File: src/hdl/pcqs_pkg.sv
// shared types and constants for the priority command queue scheduler
// no dependencies
package pcqs_pkg;

    localparam int QueueDepth     = 10;
    localparam int PriorityLevels = 4;
    localparam int SlotW          = $clog2(QueueDepth);
    localparam int CountW         = $clog2(QueueDepth + 1);
    localparam int PrioW          = 2;
    localparam int EntryW         = PrioW + 8 + 32 + 16 + 32;

    localparam logic [1:0] OP_SUBMIT = 2'd0;
    localparam logic [1:0] OP_TICK   = 2'd1;
    localparam logic [1:0] OP_CLEAR  = 2'd2;
    localparam logic [1:0] OP_UNUSED = 2'd3;

    localparam logic [0:0] CFG_IDLE_MODE  = 1'd0;
    localparam logic [0:0] CFG_IDLE_COLOR = 1'd1;

    typedef struct packed {
        logic [PrioW-1:0] prio;
        logic [7:0]       mode;
        logic [31:0]      color;
        logic [15:0]      speed;
        logic [31:0]      dur;
    } t_entry;

    typedef enum logic [2:0] {
        ST_IDLE,
        ST_SUB_RD,
        ST_SUB_CHK,
        ST_TICK_RD,
        ST_TICK_EVAL,
        ST_TICK_DONE
    } t_state;

    // ring slot step with wrap
    function automatic logic [SlotW-1:0] slot_inc(input logic [SlotW-1:0] s);
        logic [SlotW-1:0] r;
        if (s == SlotW'(QueueDepth - 1)) r = '0;
        else r = s + SlotW'(1);
        return r;
    endfunction

    // head plus count, both below depth (count may equal depth)
    function automatic logic [SlotW-1:0] slot_add(input logic [SlotW-1:0] h,
                                                  input logic [CountW-1:0] c);
        logic [CountW:0] s;
        s = (CountW+1)'(h) + (CountW+1)'(c);
        if (s >= (CountW+1)'(QueueDepth)) s = s - (CountW+1)'(QueueDepth);
        return s[SlotW-1:0];
    endfunction

endpackage

File: src/hdl/pcqs_ram.sv
// ring entry store, one write port and one registered read port
// depends on pcqs_pkg
module pcqs_ram import pcqs_pkg::*; (
    input  logic             i_clk,
    input  logic             i_we,
    input  logic [SlotW-1:0] i_waddr,
    input  t_entry           i_wdata,
    input  logic [SlotW-1:0] i_raddr,
    output t_entry           o_rdata
);
    t_entry r_mem [QueueDepth];
    t_entry r_rdata;

    always_ff @(posedge i_clk) begin
        if (i_we) begin
            r_mem[i_waddr] <= i_wdata;
        end
        r_rdata <= r_mem[i_raddr];
    end

    assign o_rdata = r_rdata;
endmodule

File: src/hdl/priority_command_queue_scheduler.sv
// top level of the priority command queue scheduler: sequencer around the ring store
// depends on pcqs_pkg and pcqs_ram
//
//  channel   handshake              payload
//  command   i_start / o_busy       i_operation .. i_now_ms
//  result    o_valid (strobe)       o_accepted .. o_out_speed
//  config    i_cfg_we               i_cfg_index, i_cfg_data
//
// clear and unused codes answer straight from idle; submit reads the oldest slot, then checks it
// tick pops and requeues the ring entries one at a time, in a read state and an evaluate state,
// through the single store read port
// synchronous active-low reset; the ring store needs no clearing
// result is a one-cycle strobe, the receiver cannot stall
module priority_command_queue_scheduler import pcqs_pkg::*; (
    input  logic        i_clk,
    input  logic        i_rst_n,
    input  logic        i_start,
    output logic        o_busy,
    input  logic [1:0]  i_operation,
    input  logic [1:0]  i_priority_req,
    input  logic [7:0]  i_mode,
    input  logic [31:0] i_color,
    input  logic [15:0] i_speed,
    input  logic [31:0] i_duration_ms,
    input  logic [47:0] i_now_ms,
    input  logic        i_cfg_we,
    input  logic [0:0]  i_cfg_index,
    input  logic [31:0] i_cfg_data,
    output logic        o_valid,
    output logic        o_accepted,
    output logic        o_applied,
    output logic [7:0]  o_out_mode,
    output logic [31:0] o_out_color,
    output logic        o_speed_write,
    output logic [15:0] o_out_speed
);
    t_state r_state, n_state;

    // control registers
    logic [SlotW-1:0]  r_head, n_head;
    logic [CountW-1:0] r_count, n_count;
    logic [PrioW-1:0]  r_act_prio, n_act_prio;
    logic [31:0]       r_act_dur, n_act_dur;
    logic [47:0]       r_act_start, n_act_start;
    logic [7:0]        r_idle_mode;
    logic [31:0]       r_idle_color;

    // current command word and tick working state
    t_entry            r_cmd, n_cmd;
    logic [1:0]        r_op, n_op;
    logic [47:0]       r_now, n_now;
    logic [CountW-1:0] r_left, n_left;
    logic              r_found, n_found;
    t_entry            r_best, n_best;

    // result word
    logic        r_valid, n_valid;
    logic        r_acc, n_acc;
    logic        r_app, n_app;
    logic [7:0]  r_omode, n_omode;
    logic [31:0] r_ocolor, n_ocolor;
    logic        r_sw, n_sw;
    logic [15:0] r_ospeed, n_ospeed;

    // ring store port
    logic             w_we;
    logic [SlotW-1:0] w_waddr, w_raddr;
    t_entry           w_wdata, w_rdata;

    logic [PrioW-1:0] w_sat_prio;
    logic [48:0]      w_elapsed;

    pcqs_ram u_ram (
        .i_clk   (i_clk),
        .i_we    (w_we),
        .i_waddr (w_waddr),
        .i_wdata (w_wdata),
        .i_raddr (w_raddr),
        .o_rdata (w_rdata)
    );

    // saturation is a no-op at four levels but kept with the level count
    assign w_sat_prio = (32'(i_priority_req) > 32'(PriorityLevels - 1))
                        ? PrioW'(PriorityLevels - 1) : i_priority_req;
    assign w_elapsed  = {1'b0, i_now_ms} - {1'b0, r_act_start};

    always_ff @(posedge i_clk) begin
        if (!i_rst_n) begin
            r_state      <= ST_IDLE;
            r_head       <= '0;
            r_count      <= '0;
            r_act_prio   <= '0;
            r_act_dur    <= '0;
            r_act_start  <= '0;
            r_idle_mode  <= 8'd0;
            r_idle_color <= 32'h00FF_FF00;
            r_valid      <= 1'b0;
        end else begin
            r_state     <= n_state;
            r_head      <= n_head;
            r_count     <= n_count;
            r_act_prio  <= n_act_prio;
            r_act_dur   <= n_act_dur;
            r_act_start <= n_act_start;
            r_valid     <= n_valid;
            if (i_cfg_we) begin
                case (i_cfg_index)
                    CFG_IDLE_MODE:  r_idle_mode  <= i_cfg_data[7:0];
                    CFG_IDLE_COLOR: r_idle_color <= i_cfg_data;
                    default: ;
                endcase
            end
        end
    end

    always_ff @(posedge i_clk) begin
        r_cmd    <= n_cmd;
        r_op     <= n_op;
        r_now    <= n_now;
        r_left   <= n_left;
        r_found  <= n_found;
        r_best   <= n_best;
        r_acc    <= n_acc;
        r_app    <= n_app;
        r_omode  <= n_omode;
        r_ocolor <= n_ocolor;
        r_sw     <= n_sw;
        r_ospeed <= n_ospeed;
    end

    // next state
    always_comb begin
        n_state = r_state;
        case (r_state)
            ST_IDLE: begin
                if (i_start) begin
                    if (i_operation == OP_SUBMIT) n_state = ST_SUB_RD;
                    else if (i_operation == OP_TICK) n_state = ST_TICK_RD;
                end
            end
            ST_SUB_RD:    n_state = ST_SUB_CHK;
            ST_SUB_CHK:   n_state = ST_IDLE;
            ST_TICK_RD:   n_state = (r_left == '0) ? ST_TICK_DONE : ST_TICK_EVAL;
            ST_TICK_EVAL: n_state = ST_TICK_RD;
            ST_TICK_DONE: n_state = ST_IDLE;
            default:      n_state = ST_IDLE;
        endcase
    end

    // datapath and outputs
    always_comb begin
        n_head      = r_head;
        n_count     = r_count;
        n_act_prio  = r_act_prio;
        n_act_dur   = r_act_dur;
        n_act_start = r_act_start;
        n_cmd       = r_cmd;
        n_op        = r_op;
        n_now       = r_now;
        n_left      = r_left;
        n_found     = r_found;
        n_best      = r_best;
        n_valid     = 1'b0;
        n_acc       = 1'b0;
        n_app       = 1'b0;
        n_omode     = '0;
        n_ocolor    = '0;
        n_sw        = 1'b0;
        n_ospeed    = '0;
        w_we        = 1'b0;
        w_waddr     = slot_add(r_head, r_count);
        w_wdata     = r_cmd;
        w_raddr     = r_head;
        case (r_state)
            ST_IDLE: begin
                if (i_start) begin
                    n_op        = i_operation;
                    n_now       = i_now_ms;
                    n_cmd.prio  = w_sat_prio;
                    n_cmd.mode  = i_mode;
                    n_cmd.color = i_color;
                    n_cmd.speed = i_speed;
                    n_cmd.dur   = i_duration_ms;
                    n_found     = 1'b0;
                    n_left      = r_count;
                    case (i_operation)
                        OP_TICK: begin
                            // expiry of a timed active command
                            if (r_act_dur != '0 && !w_elapsed[48] &&
                                w_elapsed[47:0] >= {16'd0, r_act_dur}) begin
                                n_act_prio = '0;
                                n_act_dur  = '0;
                            end
                        end
                        OP_CLEAR: begin
                            n_head     = '0;
                            n_count    = '0;
                            n_act_prio = '0;
                            n_act_dur  = '0;
                            n_valid    = 1'b1;
                            n_app      = 1'b1;
                            n_omode    = r_idle_mode;
                            n_ocolor   = r_idle_color;
                        end
                        OP_SUBMIT: ;
                        default: n_valid = 1'b1;
                    endcase
                end
            end
            ST_SUB_RD: ;
            ST_SUB_CHK: begin
                n_valid = 1'b1;
                if (r_cmd.prio >= r_act_prio) begin
                    if (32'(r_count) < 32'(QueueDepth)) begin
                        w_we    = 1'b1;
                        n_count = r_count + CountW'(1);
                        n_acc   = 1'b1;
                    end else if (r_cmd.prio > w_rdata.prio) begin
                        // full: oldest slot is the tail slot, overwrite and advance
                        w_we    = 1'b1;
                        w_waddr = r_head;
                        n_head  = slot_inc(r_head);
                        n_acc   = 1'b1;
                    end
                end
            end
            ST_TICK_RD: ;
            ST_TICK_EVAL: begin
                // popped entry is w_rdata; a requeued entry goes to the tail slot
                n_head  = slot_inc(r_head);
                n_left  = r_left - CountW'(1);
                w_waddr = r_head;
                if (w_rdata.prio > r_act_prio) begin
                    if (!r_found || w_rdata.prio > r_best.prio) begin
                        if (r_found) begin
                            w_we    = 1'b1;
                            w_wdata = r_best;
                        end else begin
                            n_count = r_count - CountW'(1);
                        end
                        n_best  = w_rdata;
                        n_found = 1'b1;
                    end else begin
                        w_we    = 1'b1;
                        w_wdata = w_rdata;
                    end
                end else if (w_rdata.prio == r_act_prio && !r_found) begin
                    n_best  = w_rdata;
                    n_found = 1'b1;
                    n_count = r_count - CountW'(1);
                end else begin
                    w_we    = 1'b1;
                    w_wdata = w_rdata;
                end
                // entries kept go to the tail, which lines up with the head slot
                // being vacated only while the ring is full
                if (w_we && r_found) w_waddr = slot_add(r_head, r_count);
                if (w_we && !r_found) w_waddr = slot_add(r_head, r_count);
            end
            ST_TICK_DONE: begin
                n_valid = 1'b1;
                if (r_found) begin
                    n_act_prio  = r_best.prio;
                    n_act_dur   = r_best.dur;
                    n_act_start = r_now;
                    n_app       = 1'b1;
                    n_omode     = r_best.mode;
                    n_ocolor    = r_best.color;
                    if (r_best.speed != '0) begin
                        n_sw     = 1'b1;
                        n_ospeed = r_best.speed;
                    end
                end
            end
            default: ;
        endcase
    end

    assign o_busy        = (r_state != ST_IDLE);
    assign o_valid       = r_valid;
    assign o_accepted    = r_acc;
    assign o_applied     = r_app;
    assign o_out_mode    = r_omode;
    assign o_out_color   = r_ocolor;
    assign o_speed_write = r_sw;
    assign o_out_speed   = r_ospeed;

`ifndef SYNTHESIS
    a_count_bound: assert property (@(posedge i_clk) disable iff (!i_rst_n)
        32'(r_count) <= 32'(QueueDepth))
        else $error("ring count above depth");
    a_head_bound: assert property (@(posedge i_clk) disable iff (!i_rst_n)
        32'(r_head) < 32'(QueueDepth))
        else $error("ring head out of range");
    a_done_strobe: assert property (@(posedge i_clk) disable iff (!i_rst_n)
        (r_state == ST_TICK_DONE) |=> o_valid)
        else $error("tick finished without result");
    a_accept_submit: assert property (@(posedge i_clk) disable iff (!i_rst_n)
        (o_valid && o_accepted) |-> (r_op == OP_SUBMIT))
        else $error("accepted on non-submit");
`endif
endmodule

File: config.mk
export PLATFORM = sky130hd
export DESIGN_NAME = priority_command_queue_scheduler
export DESIGN_NICKNAME = d
export VERILOG_FILES = /design/src/hdl/pcqs_pkg.sv /design/src/hdl/pcqs_ram.sv /design/src/hdl/priority_command_queue_scheduler.sv
export SDC_FILE = /design/constraint.sdc
export NUM_CORES = 2
export LEC_CHECK = 0
export BUFFER_PORTS_ARGS = -buffer_cell sky130_fd_sc_hd__buf_2
export CORE_AREA = 4 4 504 257
export DETAILED_ROUTE_END_ITERATION = 10
export DIE_AREA = 0 0 508 261
export PLACE_DENSITY = 0.72
export SYNTH_ARGS = -nofsm -noshare
export SYNTH_HDL_FRONTEND = slang
export SYNTH_HIERARCHICAL = 1
export SYNTH_SLANG_ARGS = --single-unit
File: constraint.sdc
create_clock -name i_clk -period 12.3 [get_ports i_clk]
set_input_delay 2.46 -clock i_clk [delete_from_list [all_inputs] [get_ports i_clk]]
set_output_delay 2.46 -clock i_clk [all_outputs]
set_load 0.02 [all_outputs]
==> impl_metrics.prom <==
# TYPE chip_impl_metric gauge
chip_impl_info{name="run_status",value="finished clean"} 1
chip_impl_info{name="timing.critical_path.to_type",value="flip-flop"} 1
chip_impl_metric{name="grt_pass1_vias",unit=""} 34700
chip_impl_metric{name="start_util",unit="%"} 47.7
chip_impl_metric{name="cts.sink_count",unit=""} 1416
chip_impl_metric{name="cts_setup_buffers",unit=""} 0
chip_impl_metric{name="synth-edff-count",unit=""} 1133
chip_impl_info{name="kind_of_start_point_of_the_critical_path",value="primary input"} 1
chip_impl_info{name="critical_path_class",value="in -> reg"} 1
chip_impl_metric{name="clock.fmax",unit="GHz"} 0.141
chip_impl_metric{name="clk_transition_reported_paths",unit="ns"} 0.07
chip_impl_metric{name="synth-async-reset-ratio",unit="%"} 0
chip_impl_metric{name="sequentialPowerShare",unit="%"} 52.1
chip_impl_metric{name="p_clk_share",unit="%"} 37.3
chip_impl_metric{name="fin_tns_setup",unit="ns"} 0
chip_impl_metric{name="vdd_ir_drop_max",unit="mV"} 0.127
chip_impl_metric{name="p_per_area",unit="nW/um^2"} 160
chip_impl_metric{name="insertion_delay",unit="ns"} 0.75
chip_impl_metric{name="grt_pass1_wl",unit="um"} 223000
chip_impl_metric{name="area_delta_synth_final",unit="%"} 11.4
chip_impl_metric{name="arrival",unit="ns"} 7.77
chip_impl_metric{name="synth.yosys.seq_area_share",unit="%"} 66.6
chip_impl_metric{name="maxCapViolations",unit=""} 0
chip_impl_metric{name="initial_antenna_violation_count",unit=""} 4
chip_impl_metric{name="post_drt_via_cell_ratio",unit=""} 5.87
chip_impl_metric{name="power_report.internal_total",unit="W"} 0.00803
chip_impl_metric{name="cts_buffer_depth",unit=""} 3
chip_impl_metric{name="netlist-cell-type-count",unit=""} 83
chip_impl_metric{name="layout-drive-gt1-share",unit="%"} 18.0
chip_impl_metric{name="postPlaceCellArea",unit="sq um"} 62300
chip_impl_metric{name="grt_use_total",unit="%"} 22.2
chip_impl_info{name="worst_hold_path_type",value="reg -> reg"} 1
chip_impl_metric{name="portBuffers",unit=""} 237
chip_impl_metric{name="dr_total_vias",unit=""} 36700
chip_impl_metric{name="grt_max_degree",unit=""} 189
chip_impl_metric{name="design.core.area",unit="sq um"} 125000
chip_impl_metric{name="final-instance-count-excl-fill",unit=""} 6252
chip_impl_metric{name="final-setup-viol-count",unit=""} 0
chip_impl_metric{name="cts_hold_repair.buffers",unit=""} 0
chip_impl_metric{name="final_antenna_net_count",unit=""} 0
chip_impl_metric{name="cts-htree-levels",unit=""} 3
chip_impl_metric{name="max_slew_violation_count",unit=""} 0
chip_impl_metric{name="drt-pass1-iter-count",unit=""} 6
chip_impl_metric{name="layout.filler_cells",unit=""} 10100
chip_impl_metric{name="timing.final.crit_share",unit="%"} 57.7
chip_impl_metric{name="detail_route.drc_violations",unit=""} 0
chip_impl_metric{name="design.final.nets",unit=""} 4729
chip_impl_metric{name="drt_iter0_drc",unit=""} 4264
chip_impl_metric{name="die_x",unit="um"} 508
chip_impl_metric{name="remaining_max_slew_budget_at_the_tightest_pin",unit="%"} 13.6
chip_impl_metric{name="switching_share",unit="%"} 24.4
chip_impl_metric{name="dp_hpwl",unit="um"} 85700
chip_impl_metric{name="sum_of_routed_wire_length_over_all_layers",unit="um"} 151000
chip_impl_metric{name="fp.dieH",unit="um"} 261
chip_impl_metric{name="boundaryPins",unit=""} 238
chip_impl_metric{name="cts_buffers",unit=""} 118
chip_impl_metric{name="path_max_fanout",unit=""} 34
chip_impl_metric{name="ys_ff_latch",unit=""} 1416
chip_impl_metric{name="synthesis.area",unit="sq um"} 59600
chip_impl_metric{name="period_minus_slack",unit="ns"} 7.09
chip_impl_metric{name="final.setup_skew",unit="ns"} 0.0276
chip_impl_metric{name="total_leakage_power",unit="nW"} 22.4
chip_impl_metric{name="grt_overflow_total",unit=""} 0
chip_impl_metric{name="worstPathRequired",unit="ns"} 12.98
chip_impl_metric{name="ys_warn_count",unit=""} 6
chip_impl_info{name="tritoncts",value="done"} 1
chip_impl_info{name="cts.root.buffer_cell",value="clkbuf_16"} 1
chip_impl_metric{name="postCtsResizedCells",unit=""} 0
chip_impl_metric{name="gpl.final_weighted_congestion",unit=""} 0.977
chip_impl_metric{name="post_synth.cell_area_avg",unit="sq um"} 13.9
chip_impl_metric{name="total_switching_power",unit="W"} 0.00259
chip_impl_metric{name="combPwrFrac",unit="%"} 10.6
chip_impl_metric{name="placedCellCount",unit=""} 6022
chip_impl_metric{name="worst_pin_slew",unit="ns"} 1.28
chip_impl_metric{name="num_rows",unit=""} 92
chip_impl_metric{name="syn_inst",unit=""} 4297
chip_impl_metric{name="drt-wirelength-per-cell",unit="um"} 24.2
chip_impl_metric{name="finalHoldViolCount",unit=""} 0
chip_impl_metric{name="design_area",unit="sq um"} 66400
chip_impl_metric{name="synth_nets",unit=""} 4576
chip_impl_info{name="rsz_0062_raised_after_global_routing",value="false"} 1
chip_impl_metric{name="die_ar",unit="sq um"} 133000
chip_impl_info{name="dominantRegCellSynth",value="edfxtp_1"} 1
Yosys cell counts, drive strengths merged, types with 26 or more instances:
master  number  share of area [%]
a211oi      59               0.75
a21boi      68               0.86
a21o        26               0.33
a21oi      210                1.8
a22o       130                1.9
buf         87                1.0
clkbuf     172                1.1
dfxtp      283                9.5
edfxtp    1133                 57
ha          99                2.1
inv        115               0.72
mux2       273                5.2
mux2i      279                4.7
nand2      455                2.9
nand3       33               0.28
nand4       53               0.56
nor2       195                1.2
o211ai      41               0.78
o21ai      106               0.89
o22ai      135                1.4
o31ai       95                1.8
xnor2       27               0.40
state kept, by name (all words and copies together) (netlist names), 16 cells and up:
register and count:
r_act_start 48, o_out_color 32, r_best 90, o_out_speed 16, r_idle_color 32, u_ram/o_rdata 90, r_now 48, r_cmd 90
r_act_dur 32, u_ram/r_mem 900
worst max-delay path, cell delays in order:
cell	delay [ns]
buf_2	0.15
inv_1	0.06
ha_1	0.23
fa_1	0.42
nor2b_1	0.20
o31a_1	0.26
a41oi_1	0.15
buf_4	0.20
o221ai_1	0.74
inv_1	0.09
nand2_1	0.11
xor2_1	0.17
ha_1	0.27
nand2_1	0.08
nor3_1	0.07
nand3_1	0.12
a31oi_1	0.12
a211o_1	0.27
or4_1	0.52
nor4_1	0.35
nand4bb_2	0.13
buf_4	0.31
o211ai_2	0.24
area by class of cell:
class / instances / area [sq um] / area share [%]
Antenna cell: 4 / 10.0 / 0.0151
Clock buffer: 153 / 3280 / 4.94
Clock inverter: 73 / 805 / 1.21
Inverter: 115 / 437 / 0.657
Multi-Input combinational cell: 2507 / 18400 / 27.8
Sequential cell: 1416 / 39700 / 59.8
Tap cell: 1692 / 2120 / 3.19
Timing Repair Buffer: 292 / 1640 / 2.47
power by group through the flow:
stage | combinational [W] | clock [W] | sequential (W)
final | 0.00112 | 0.00396 | 0.00553
after global routing | 0.00122 | 0.00423 | 0.00554
after CTS | 0.00111 | 0.00403 | 0.00553
after detailed placement | 0.00111 | 0 | 0.00563
after global placement | 0.00108 | 0 | 0.00563
after floorplan | 0.000793 | 0 | 0.00560
stage by stage:
step	worst slack (ns)	hold WS (ns)	power [W]	utilization (%)
floorplan	3.00	0.430	0.00639	-
global placement	4.79	0.437	0.00671	49.9
detailed placement	4.74	0.443	0.00674	49.9
CTS	5.54	0.452	0.0107	53.1
global route	5.09	0.463	0.0110	53.1
finish	5.21	0.451	0.0106	53.1
worst paths after layout:
| check | from | end | slack [ns] | cells past startpoint |
|---|---|---|---|---|
| min reg2reg | u_ram/o_rdata[62] | r_best[62] | 0.45 | 0 |
| max reg2reg | r_act_start[9] | r_act_dur[15] | 6.73 | 20 |
| max | i_now_ms[0] | r_act_dur[15] | 5.21 | 23 |
| min | u_ram/o_rdata[62] | r_best[62] | 0.45 | 0 |
logic make-up after synthesis:
family          count (synthesis)  share of synthesized area [%]
simple gates                  866                           6.30
compound gates                939                           11.6
flops                        1416                           66.6
fa+ha+maj                     102                           2.18
mux                           552                           9.84
buf+inv                       374                           2.83
xor+xnor                       48                          0.705
placed cells by master, fill, tap and decap left out, drive strengths merged, types with 33 or more instances in the layout:
cell type / synthesis / routed
nand4: 53 / 53
mux2: 273 / 273
nor2: 195 / 195
buf: 87 / 292
nand2: 455 / 455
o22ai: 135 / 135
a22o: 130 / 130
clkinv: 0 / 46
a21oi: 210 / 210
ha: 99 / 99
a211oi: 59 / 59
dfxtp: 283 / 283
edfxtp: 1133 / 1133
mux2i: 279 / 279
nand3: 33 / 33
inv: 115 / 123
o31ai: 95 / 95
o21ai: 106 / 106
o211ai: 41 / 41
a21boi: 68 / 68
clkbuf: 172 / 153
per-layer routing:
metal  track usage (%)  routed length (um)  part of all wire, %
met4              4.71                2900                  1.9
met2              31.4               63800                   42
met3              6.18               15800                   10
met1              33.9               68700                   45
met5                 0                  13               0.0086
No activity file was read; power rests on OpenSTA's default activity.
